### src/sv/assert_macros.svh
// ----------------------------------------------------------------------------
// Assertion macros
// Shared concurrent assertion wrappers. They are clocked on clk and disabled
// while arst_n is low.
// ----------------------------------------------------------------------------
`ifndef ASSERT_MACROS_SVH
`define ASSERT_MACROS_SVH

// The property must hold at every clock edge outside reset.
`define ASSERT_AT(lbl, prop, msg) \
	lbl: assert property (@(posedge clk) disable iff (!arst_n) prop) else $error(msg);

// The condition must never be true at a clock edge outside reset.
`define ASSERT_NEVER(lbl, cond, msg) \
	lbl: assert property (@(posedge clk) disable iff (!arst_n) !(cond)) else $error(msg);

`endif

### src/sv/icymss_pkg.sv
// ----------------------------------------------------------------------------
// ICY metadata strip package
// Widths, the Ogg capture signature and the item type that moves between the
// front end, the queue and the back end.
// ----------------------------------------------------------------------------
package icymss_pkg;

	localparam int unsigned DATA_W     = 8;
	localparam int unsigned INTERVAL_W = 21;
	localparam int unsigned SKIP_W     = 12;
	localparam int unsigned FIFO_DEPTH = 4;

	// ASCII "OggS", first byte first.
	localparam logic [DATA_W-1:0] OGG_SIG [4] = '{8'h4F, 8'h67, 8'h67, 8'h53};

	// One audio byte with its valid flag.
	typedef struct packed {
		logic              valid;
		logic [DATA_W-1:0] data;
	} byte_xfer_t;

endpackage

### src/sv/icymss_front.sv
// ----------------------------------------------------------------------------
// ICY metadata strip front end
// Accepts stream bytes, tracks the metadata interval and the length-byte
// skip count, and forwards audio bytes to the queue.
// ----------------------------------------------------------------------------
`include "assert_macros.svh"

module icymss_front (
	input  logic                                   clk,
	input  logic                                   arst_n,
	input  logic                                   cfg_we,
	input  logic [icymss_pkg::INTERVAL_W-1:0]      cfg_data,
	input  logic                                   s_tvalid,
	output logic                                   s_tready,
	input  logic [icymss_pkg::DATA_W-1:0]          s_tdata,
	input  logic                                   q_full,
	output icymss_pkg::byte_xfer_t                 push
);
	import icymss_pkg::*;

	logic [INTERVAL_W-1:0] interval_q;
	logic [INTERVAL_W-1:0] audio_left_q;
	logic [SKIP_W-1:0]     meta_skip_q;
	logic                  accept;
	logic                  is_audio;

	assign s_tready = !q_full;
	assign accept   = s_tvalid && s_tready;

	// Classify the current byte: audio unless stripping is on and it is a
	// length byte or falls inside a metadata block.
	always_comb begin
		if (interval_q == '0) begin
			is_audio = 1'b1;
		end else if (meta_skip_q != '0) begin
			is_audio = 1'b0;
		end else if (audio_left_q == '0) begin
			is_audio = 1'b0;
		end else begin
			is_audio = 1'b1;
		end
	end

	assign push.valid = accept && is_audio;
	assign push.data  = s_tdata;

	// Interval and skip counters.
	always_ff @(posedge clk or negedge arst_n) begin
		if (!arst_n) begin
			interval_q   <= '0;
			audio_left_q <= '0;
			meta_skip_q  <= '0;
		end else if (cfg_we) begin
			interval_q   <= cfg_data;
			audio_left_q <= cfg_data;
			meta_skip_q  <= '0;
		end else if (accept) begin
			if (interval_q == '0) begin
				meta_skip_q <= '0;
			end else if (meta_skip_q != '0) begin
				meta_skip_q <= meta_skip_q - SKIP_W'(1);
				if (meta_skip_q == SKIP_W'(1)) begin
					audio_left_q <= interval_q;
				end
			end else if (audio_left_q == '0) begin
				// Length byte: the block is sixteen bytes per unit.
				meta_skip_q <= {s_tdata, 4'b0000};
				if (s_tdata == '0) begin
					audio_left_q <= interval_q;
				end
			end else begin
				audio_left_q <= audio_left_q - INTERVAL_W'(1);
			end
		end
	end

	// A pending skip only exists while stripping is enabled.
	`ASSERT_AT(a_skip_needs_interval, (meta_skip_q != '0) |-> (interval_q != '0),
		"metadata skip pending with stripping disabled")

endmodule

### src/sv/icymss_fifo.sv
// ----------------------------------------------------------------------------
// ICY metadata strip queue
// Small register queue that decouples the front end from the back end.
// ----------------------------------------------------------------------------
`include "assert_macros.svh"

module icymss_fifo #(
	parameter int unsigned DEPTH = icymss_pkg::FIFO_DEPTH
) (
	input  logic                   clk,
	input  logic                   arst_n,
	input  icymss_pkg::byte_xfer_t push,
	output logic                   full,
	output icymss_pkg::byte_xfer_t head,
	input  logic                   pop
);
	import icymss_pkg::*;

	localparam int unsigned PTR_W = (DEPTH > 1) ? $clog2(DEPTH) : 1;
	localparam int unsigned CNT_W = $clog2(DEPTH + 1);

	logic [DATA_W-1:0] mem_q [DEPTH];
	logic [PTR_W-1:0]  wr_ptr_q;
	logic [PTR_W-1:0]  rd_ptr_q;
	logic [CNT_W-1:0]  count_q;
	logic              do_push;
	logic              do_pop;

	assign full       = (count_q == CNT_W'(DEPTH));
	assign head.valid = (count_q != '0);
	assign head.data  = mem_q[rd_ptr_q];
	assign do_push    = push.valid && !full;
	assign do_pop     = pop && head.valid;

	// Storage.
	always_ff @(posedge clk) begin
		if (do_push) begin
			mem_q[wr_ptr_q] <= push.data;
		end
	end

	// Pointers and fill count.
	always_ff @(posedge clk or negedge arst_n) begin
		if (!arst_n) begin
			wr_ptr_q <= '0;
			rd_ptr_q <= '0;
			count_q  <= '0;
		end else begin
			if (do_push) begin
				wr_ptr_q <= (wr_ptr_q == PTR_W'(DEPTH - 1)) ? '0 : wr_ptr_q + PTR_W'(1);
			end
			if (do_pop) begin
				rd_ptr_q <= (rd_ptr_q == PTR_W'(DEPTH - 1)) ? '0 : rd_ptr_q + PTR_W'(1);
			end
			if (do_push && !do_pop) begin
				count_q <= count_q + CNT_W'(1);
			end else if (do_pop && !do_push) begin
				count_q <= count_q - CNT_W'(1);
			end
		end
	end

	// A push offered while full would be lost.
	`ASSERT_NEVER(a_no_overflow, push.valid && full, "push into full queue")

endmodule

### src/sv/icymss_back.sv
// ----------------------------------------------------------------------------
// ICY metadata strip back end
// Holds the first four audio bytes, classifies them against "OggS", releases
// them as four items and then passes later audio bytes with the flag.
// ----------------------------------------------------------------------------
`include "assert_macros.svh"

module icymss_back (
	input  logic                          clk,
	input  logic                          arst_n,
	input  icymss_pkg::byte_xfer_t        head,
	output logic                          pop,
	output logic                          m_tvalid,
	input  logic                          m_tready,
	output logic [icymss_pkg::DATA_W-1:0] m_tdata,
	output logic                          m_tuser,
	output logic                          m_tlast
);
	import icymss_pkg::*;

	logic [DATA_W-1:0] store_q [4];
	logic [1:0]        sniff_count_q;
	logic              sniff_done_q;
	logic              ogg_flag_q;
	logic              rel_active_q;
	logic [1:0]        rel_idx_q;
	logic              m_tvalid_q;
	logic [DATA_W-1:0] m_tdata_q;
	logic              m_tuser_q;
	logic              m_tlast_q;
	logic              out_free;
	logic              take;
	logic              sig_match;

	assign out_free = !m_tvalid_q || m_tready;
	assign pop      = head.valid && !rel_active_q && (!sniff_done_q || out_free);
	assign take     = pop;

	assign sig_match = (store_q[0] == OGG_SIG[0]) && (store_q[1] == OGG_SIG[1]) &&
		(store_q[2] == OGG_SIG[2]) && (head.data == OGG_SIG[3]);

	// Prefix capture and classification.
	always_ff @(posedge clk) begin
		if (take && !sniff_done_q) begin
			store_q[sniff_count_q] <= head.data;
		end
	end

	always_ff @(posedge clk or negedge arst_n) begin
		if (!arst_n) begin
			sniff_count_q <= '0;
			sniff_done_q  <= 1'b0;
			ogg_flag_q    <= 1'b0;
			rel_active_q  <= 1'b0;
			rel_idx_q     <= '0;
		end else begin
			if (take && !sniff_done_q) begin
				sniff_count_q <= sniff_count_q + 2'd1;
				if (sniff_count_q == 2'd3) begin
					ogg_flag_q   <= sig_match;
					sniff_done_q <= 1'b1;
					rel_active_q <= 1'b1;
					rel_idx_q    <= '0;
				end
			end
			if (rel_active_q && out_free) begin
				rel_idx_q <= rel_idx_q + 2'd1;
				if (rel_idx_q == 2'd3) begin
					rel_active_q <= 1'b0;
				end
			end
		end
	end

	// Output register: release items first, then live audio.
	always_ff @(posedge clk or negedge arst_n) begin
		if (!arst_n) begin
			m_tvalid_q <= 1'b0;
		end else if (rel_active_q && out_free) begin
			m_tvalid_q <= 1'b1;
		end else if (take && sniff_done_q) begin
			m_tvalid_q <= 1'b1;
		end else if (m_tready) begin
			m_tvalid_q <= 1'b0;
		end
	end

	always_ff @(posedge clk) begin
		if (rel_active_q && out_free) begin
			m_tdata_q <= store_q[rel_idx_q];
			m_tuser_q <= ogg_flag_q;
			m_tlast_q <= (rel_idx_q == 2'd3);
		end else if (take && sniff_done_q) begin
			m_tdata_q <= head.data;
			m_tuser_q <= ogg_flag_q;
			m_tlast_q <= 1'b1;
		end
	end

	assign m_tvalid = m_tvalid_q;
	assign m_tdata  = m_tdata_q;
	assign m_tuser  = m_tuser_q;
	assign m_tlast  = m_tlast_q;

	// Outside a release every item ends its own run.
	`ASSERT_AT(a_last_outside_release, (m_tvalid_q && !rel_active_q) |-> m_tlast_q,
		"non-final item outside prefix release")
	// A release only follows a completed classification.
	`ASSERT_AT(a_release_after_sniff, rel_active_q |-> sniff_done_q,
		"release active before classification")

endmodule

### src/sv/icy_metadata_strip_and_ogg_sniff.sv
// ----------------------------------------------------------------------------
// ICY metadata strip and Ogg sniff, top level
// Channel   Dir  Handshake          Contents
// s_*       in   tvalid/tready      tdata[7:0] data_byte
// m_*       out  tvalid/tready      tdata[7:0] audio_byte, tuser is_ogg,
//                                   tlast run_last
// cfg_*     in   cfg_we             cfg_data[20:0] interval
//
// One input item per cycle while the queue is not full; a byte passes the front
// end in the cycle it is accepted. Audio bytes after the prefix enter the output
// register as they are popped; the four-byte prefix release holds the back end
// until all four items are loaded, and the front end accepts until the queue
// (FIFO_DEPTH entries) is full. Reset clears counters and control flags.
// ----------------------------------------------------------------------------
module icy_metadata_strip_and_ogg_sniff #(
	parameter int unsigned FIFO_DEPTH = icymss_pkg::FIFO_DEPTH
) (
	input  logic                              clk,
	input  logic                              arst_n,
	input  logic                              cfg_we,
	input  logic [icymss_pkg::INTERVAL_W-1:0] cfg_data,   // interval
	input  logic                              s_tvalid,
	output logic                              s_tready,
	input  logic [icymss_pkg::DATA_W-1:0]     s_tdata,    // [7:0] data_byte
	output logic                              m_tvalid,
	input  logic                              m_tready,
	output logic [icymss_pkg::DATA_W-1:0]     m_tdata,    // [7:0] audio_byte
	output logic                              m_tuser,    // [0] is_ogg
	output logic                              m_tlast
);
	import icymss_pkg::*;

	byte_xfer_t push;
	byte_xfer_t head;
	logic       q_full;
	logic       pop;

	// Classification of raw bytes.
	icymss_front u_front (
		.clk      (clk),
		.arst_n   (arst_n),
		.cfg_we   (cfg_we),
		.cfg_data (cfg_data),
		.s_tvalid (s_tvalid),
		.s_tready (s_tready),
		.s_tdata  (s_tdata),
		.q_full   (q_full),
		.push     (push)
	);

	// Decoupling queue.
	icymss_fifo #(
		.DEPTH (FIFO_DEPTH)
	) u_fifo (
		.clk    (clk),
		.arst_n (arst_n),
		.push   (push),
		.full   (q_full),
		.head   (head),
		.pop    (pop)
	);

	// Sniffing and output.
	icymss_back u_back (
		.clk      (clk),
		.arst_n   (arst_n),
		.head     (head),
		.pop      (pop),
		.m_tvalid (m_tvalid),
		.m_tready (m_tready),
		.m_tdata  (m_tdata),
		.m_tuser  (m_tuser),
		.m_tlast  (m_tlast)
	);

endmodule
### config.mk
export PLATFORM = sky130hd
export DESIGN_NAME = icy_metadata_strip_and_ogg_sniff
export DESIGN_NICKNAME = d
export VERILOG_FILES = /design/src/sv/icymss_pkg.sv /design/src/sv/icymss_front.sv /design/src/sv/icymss_fifo.sv /design/src/sv/icymss_back.sv /design/src/sv/icy_metadata_strip_and_ogg_sniff.sv
export VERILOG_INCLUDE_DIRS = /design/src /design/src/sv
export SDC_FILE = /design/constraint.sdc
export NUM_CORES = 1
export LEC_CHECK = 0
export BUFFER_PORTS_ARGS = -buffer_cell sky130_fd_sc_hd__buf_2
export CAP_MARGIN = 10
export CORE_MARGIN = 2
export CORE_UTILIZATION = 61
export CTS_CLUSTER_SIZE = 40
export DETAILED_ROUTE_END_ITERATION = 12
export MAX_ROUTING_LAYER = met4
export PLACE_DENSITY = 0.8
export SYNTH_ARGS = -nofsm -noshare
export SYNTH_HDL_FRONTEND = slang
export SYNTH_SLANG_ARGS = --single-unit
### constraint.sdc
create_clock -name clk -period 8.2 [get_ports clk]
set_clock_uncertainty 0.1 [all_clocks]
set_input_delay 0 -clock clk [delete_from_list [all_inputs] [get_ports clk]]
set_output_delay 0 -clock clk [all_outputs]
set_load 0.005 [all_outputs]
==> results.ini <==
[sta]
setup_violations=0
worst_slew_pin_slew_ps=1070
fin_crit_sh=0.461
hold_viol=0
setup_tns_ps=0
slew_violations=0
fin_crit_ps=3780
slew_headroom=0.287
rsz0062_at_grt=no
max_clock_freq_mhz=264

[floorplan]
boundaryPins=46
die_h_um=110
fp.dieArea_sq_um=12100
die_w_um=110
core_sq_um=10900
rows=38
floorplan.initialDensity=0.629

[worst_hold_path]
hold_class=input pin to flip-flop
hold_start=cfg_we

[placed_design]
dpl.hpwl_um=10000
gp_congestion=0.885
port-buffer-count=45
detailed_place.area_sq_um=7200

[layout]
drive_gt1_frac=0.196
synthToLayoutAreaGrowth_pct=17.9
fin_area_sq_um=8120
antenna_cells=0
finalNetCount=690
fill_cells=687

[global_route]
grt_usage=0.296
first_global_vias=5064
gr-total-overflow=0
grt_pass1_wl_um=26000
antenna_found_initial=0
grt_start_max_net_pins=70

[synthesis]
synth_most_common_cell=edfxtp_1
synth.area.top_cells=edfxtp_1, dfrtp_1, mux4_2, mux2_2, o21ai_0
syn_nets=616
ys_ff_latch=143
ys.flop_type=edfxtp_1
yosys.area.top_type=edfxtp_1
synth_cell_type_count=66
synthesis.area_sq_um=6880
synth_edf_count=74
async_reset_ff_frac=0.483
syn_inst=566
synth-seq-area-share=0.574
yosysWarningCount=0
syn_avg_cell_area_sq_um=12.2
netlist.area_leader.share=0.323
synth.top_cells.by_count=edfxtp_1, dfrtp_1, nand2_1

[power_and_ir_drop]
power.leakage_nw=3.20
powerDensity_nw_per_um2=366
peakVddDrop_mv=0.256

[cts]
clock_sinks=143
clk_root_buffer_cell=clkbuf_16
tritoncts.num_buffers=17
clock_latency_ps=430
clk_pin_slew_ps=60
clock_path_buffers=2
cts_max_level=4
cts_tree=done
cts_resized=0

[drt]
vias=5011
wire_per_inst_um=20.0
routed_wl_um=15900
drcViolationCount=0
first_pass_iters=7
ant_nets=0
drt_iter0_drc=412
vias_per_cell=6.32

[critical_path]
crit_required_ps=8420
start_kind=flip-flop
cp_max_fo=17
worstSetupStartpoint=u_front.audio_left_q[0]
arrival_ps=4000
criticalPathCategory=flip-flop to flip-flop
rr_startpoint=u_front.audio_left_q[0]
end_kind=flip-flop

[status]
status=completed

[flow_run]
maxCapViolCount=0

-- what timing repair did --
action | 4_1_cts | 5_1_grt
hold buffers | 32 | 0
buffers inserted | 0 | 0
hold endpoints to repair | 153 | 0
-- critical path, stage by stage (launching register included) --
cell and delay, ps:
dfrtp_1 430, inv_1 80, ha_1 170, nor3b_1 550
nand3_1 540, o21ai_4 590, a21oi_2 210, ha_1 250
inv_1 70, fa_1 400, mux2_2 280
-- state kept, by name (all words and copies together), names as in the netlist, 2 cells and up --
name	cells
u_fifo.rd_ptr_q	2
u_fifo.count_q	3
u_fifo.mem_q	32
u_front.interval_q	21
u_front.audio_left_q	21
u_back.m_tdata	8
u_fifo.wr_ptr_q	2
u_back.store_q	32
u_back.rel_idx_q	2
u_back.sniff_count_q	2
u_front.meta_skip_q	12
-- kinds of logic after synthesis --
| kind of cell | count (synthesis) | synth area share |
|---|---|---|
| AO/OA/AOI/OAI | 119 | 0.119 |
| XOR/XNOR | 12 | 0.0153 |
| adder cells (fa/ha/maj) | 16 | 0.0302 |
| buffers and inverters | 57 | 0.0336 |
| flip-flops | 143 | 0.574 |
| multiplexers | 42 | 0.0934 |
| AND/OR/NAND/NOR | 177 | 0.135 |
-- through the flow --
step / power (mW) / hold WS [ps] / setup WS (ps) / utilization / cells
6_report: 2.97 / 109 / 4420 / 0.742 / 793
5_1_grt: 3.15 / 164 / 4180 / 0.742 / 793
4_1_cts: 2.97 / 92.9 / 4460 / 0.742 / 793
3_5_place_dp: 2.16 / 134 / 4490 / 0.658 / 729
3_3_place_gp: 2.09 / 125 / 4660 / 0.658 / 729
2_1_floorplan: 1.89 / -396 / 5070 / - / 566
-- power breakdown --
part / internal, mW / switching (mW) / total [mW] / leakage, nW
Sequential: 0.983 / 0.190 / 1.17 / 1.51
Clock: 0.457 / 0.329 / 0.786 / 0.288
Combinational: 0.437 / 0.578 / 1.02 / 1.40
-- area by class of cell --
class | instances | area (sq um) | area share
clock inverters | 15 | 170 | 0.0210
multi-input cells | 366 | 2710 | 0.334
inverters | 32 | 120 | 0.0148
repair buffers | 80 | 568 | 0.0700
flip-flops and latches | 143 | 3950 | 0.487
well taps | 140 | 175 | 0.0216
clock buffers | 17 | 425 | 0.0524
-- cells in the final DEF, fill, tap and decap left out, types with 12 or more instances in the layout --
cell           count
dfrtp_1           69
ha_1              15
nor3_1            12
clkbuf_16         17
mux2_2            18
inv_1             32
o21ai_0           40
mux4_2            16
nor2_1            34
nand3_1           12
edfxtp_1          74
nand2_1           48
dlygate4sd3_1     32
nor4_1            20
buf_2             45
-- final timing paths --
kind	end	slack, ps	cells after the start
max	u_fifo.count_q[1]	4420	10
min	u_front.interval_q[18]	110	4
max reg2reg	u_fifo.count_q[1]	4420	10
min reg2reg	u_back.m_tuser	350	0
max in group asynchronous	u_front.audio_left_q[0]	7180	3
min in group asynchronous	u_back.ogg_flag_q	210	3
-- layer usage --
| layer | up-vias | global-route usage | wire [um] |
|---|---|---|---|
| li1 | 2299 | - | - |
| met1 | 2461 | 0.368 | 6380 |
| met2 | 220 | 0.471 | 8210 |
| met3 | 31 | 0.0711 | 945 |
| met4 | 0 | 0.120 | 327 |
| met5 | - | - | 0 |
(Power assumes the default switching activity.)
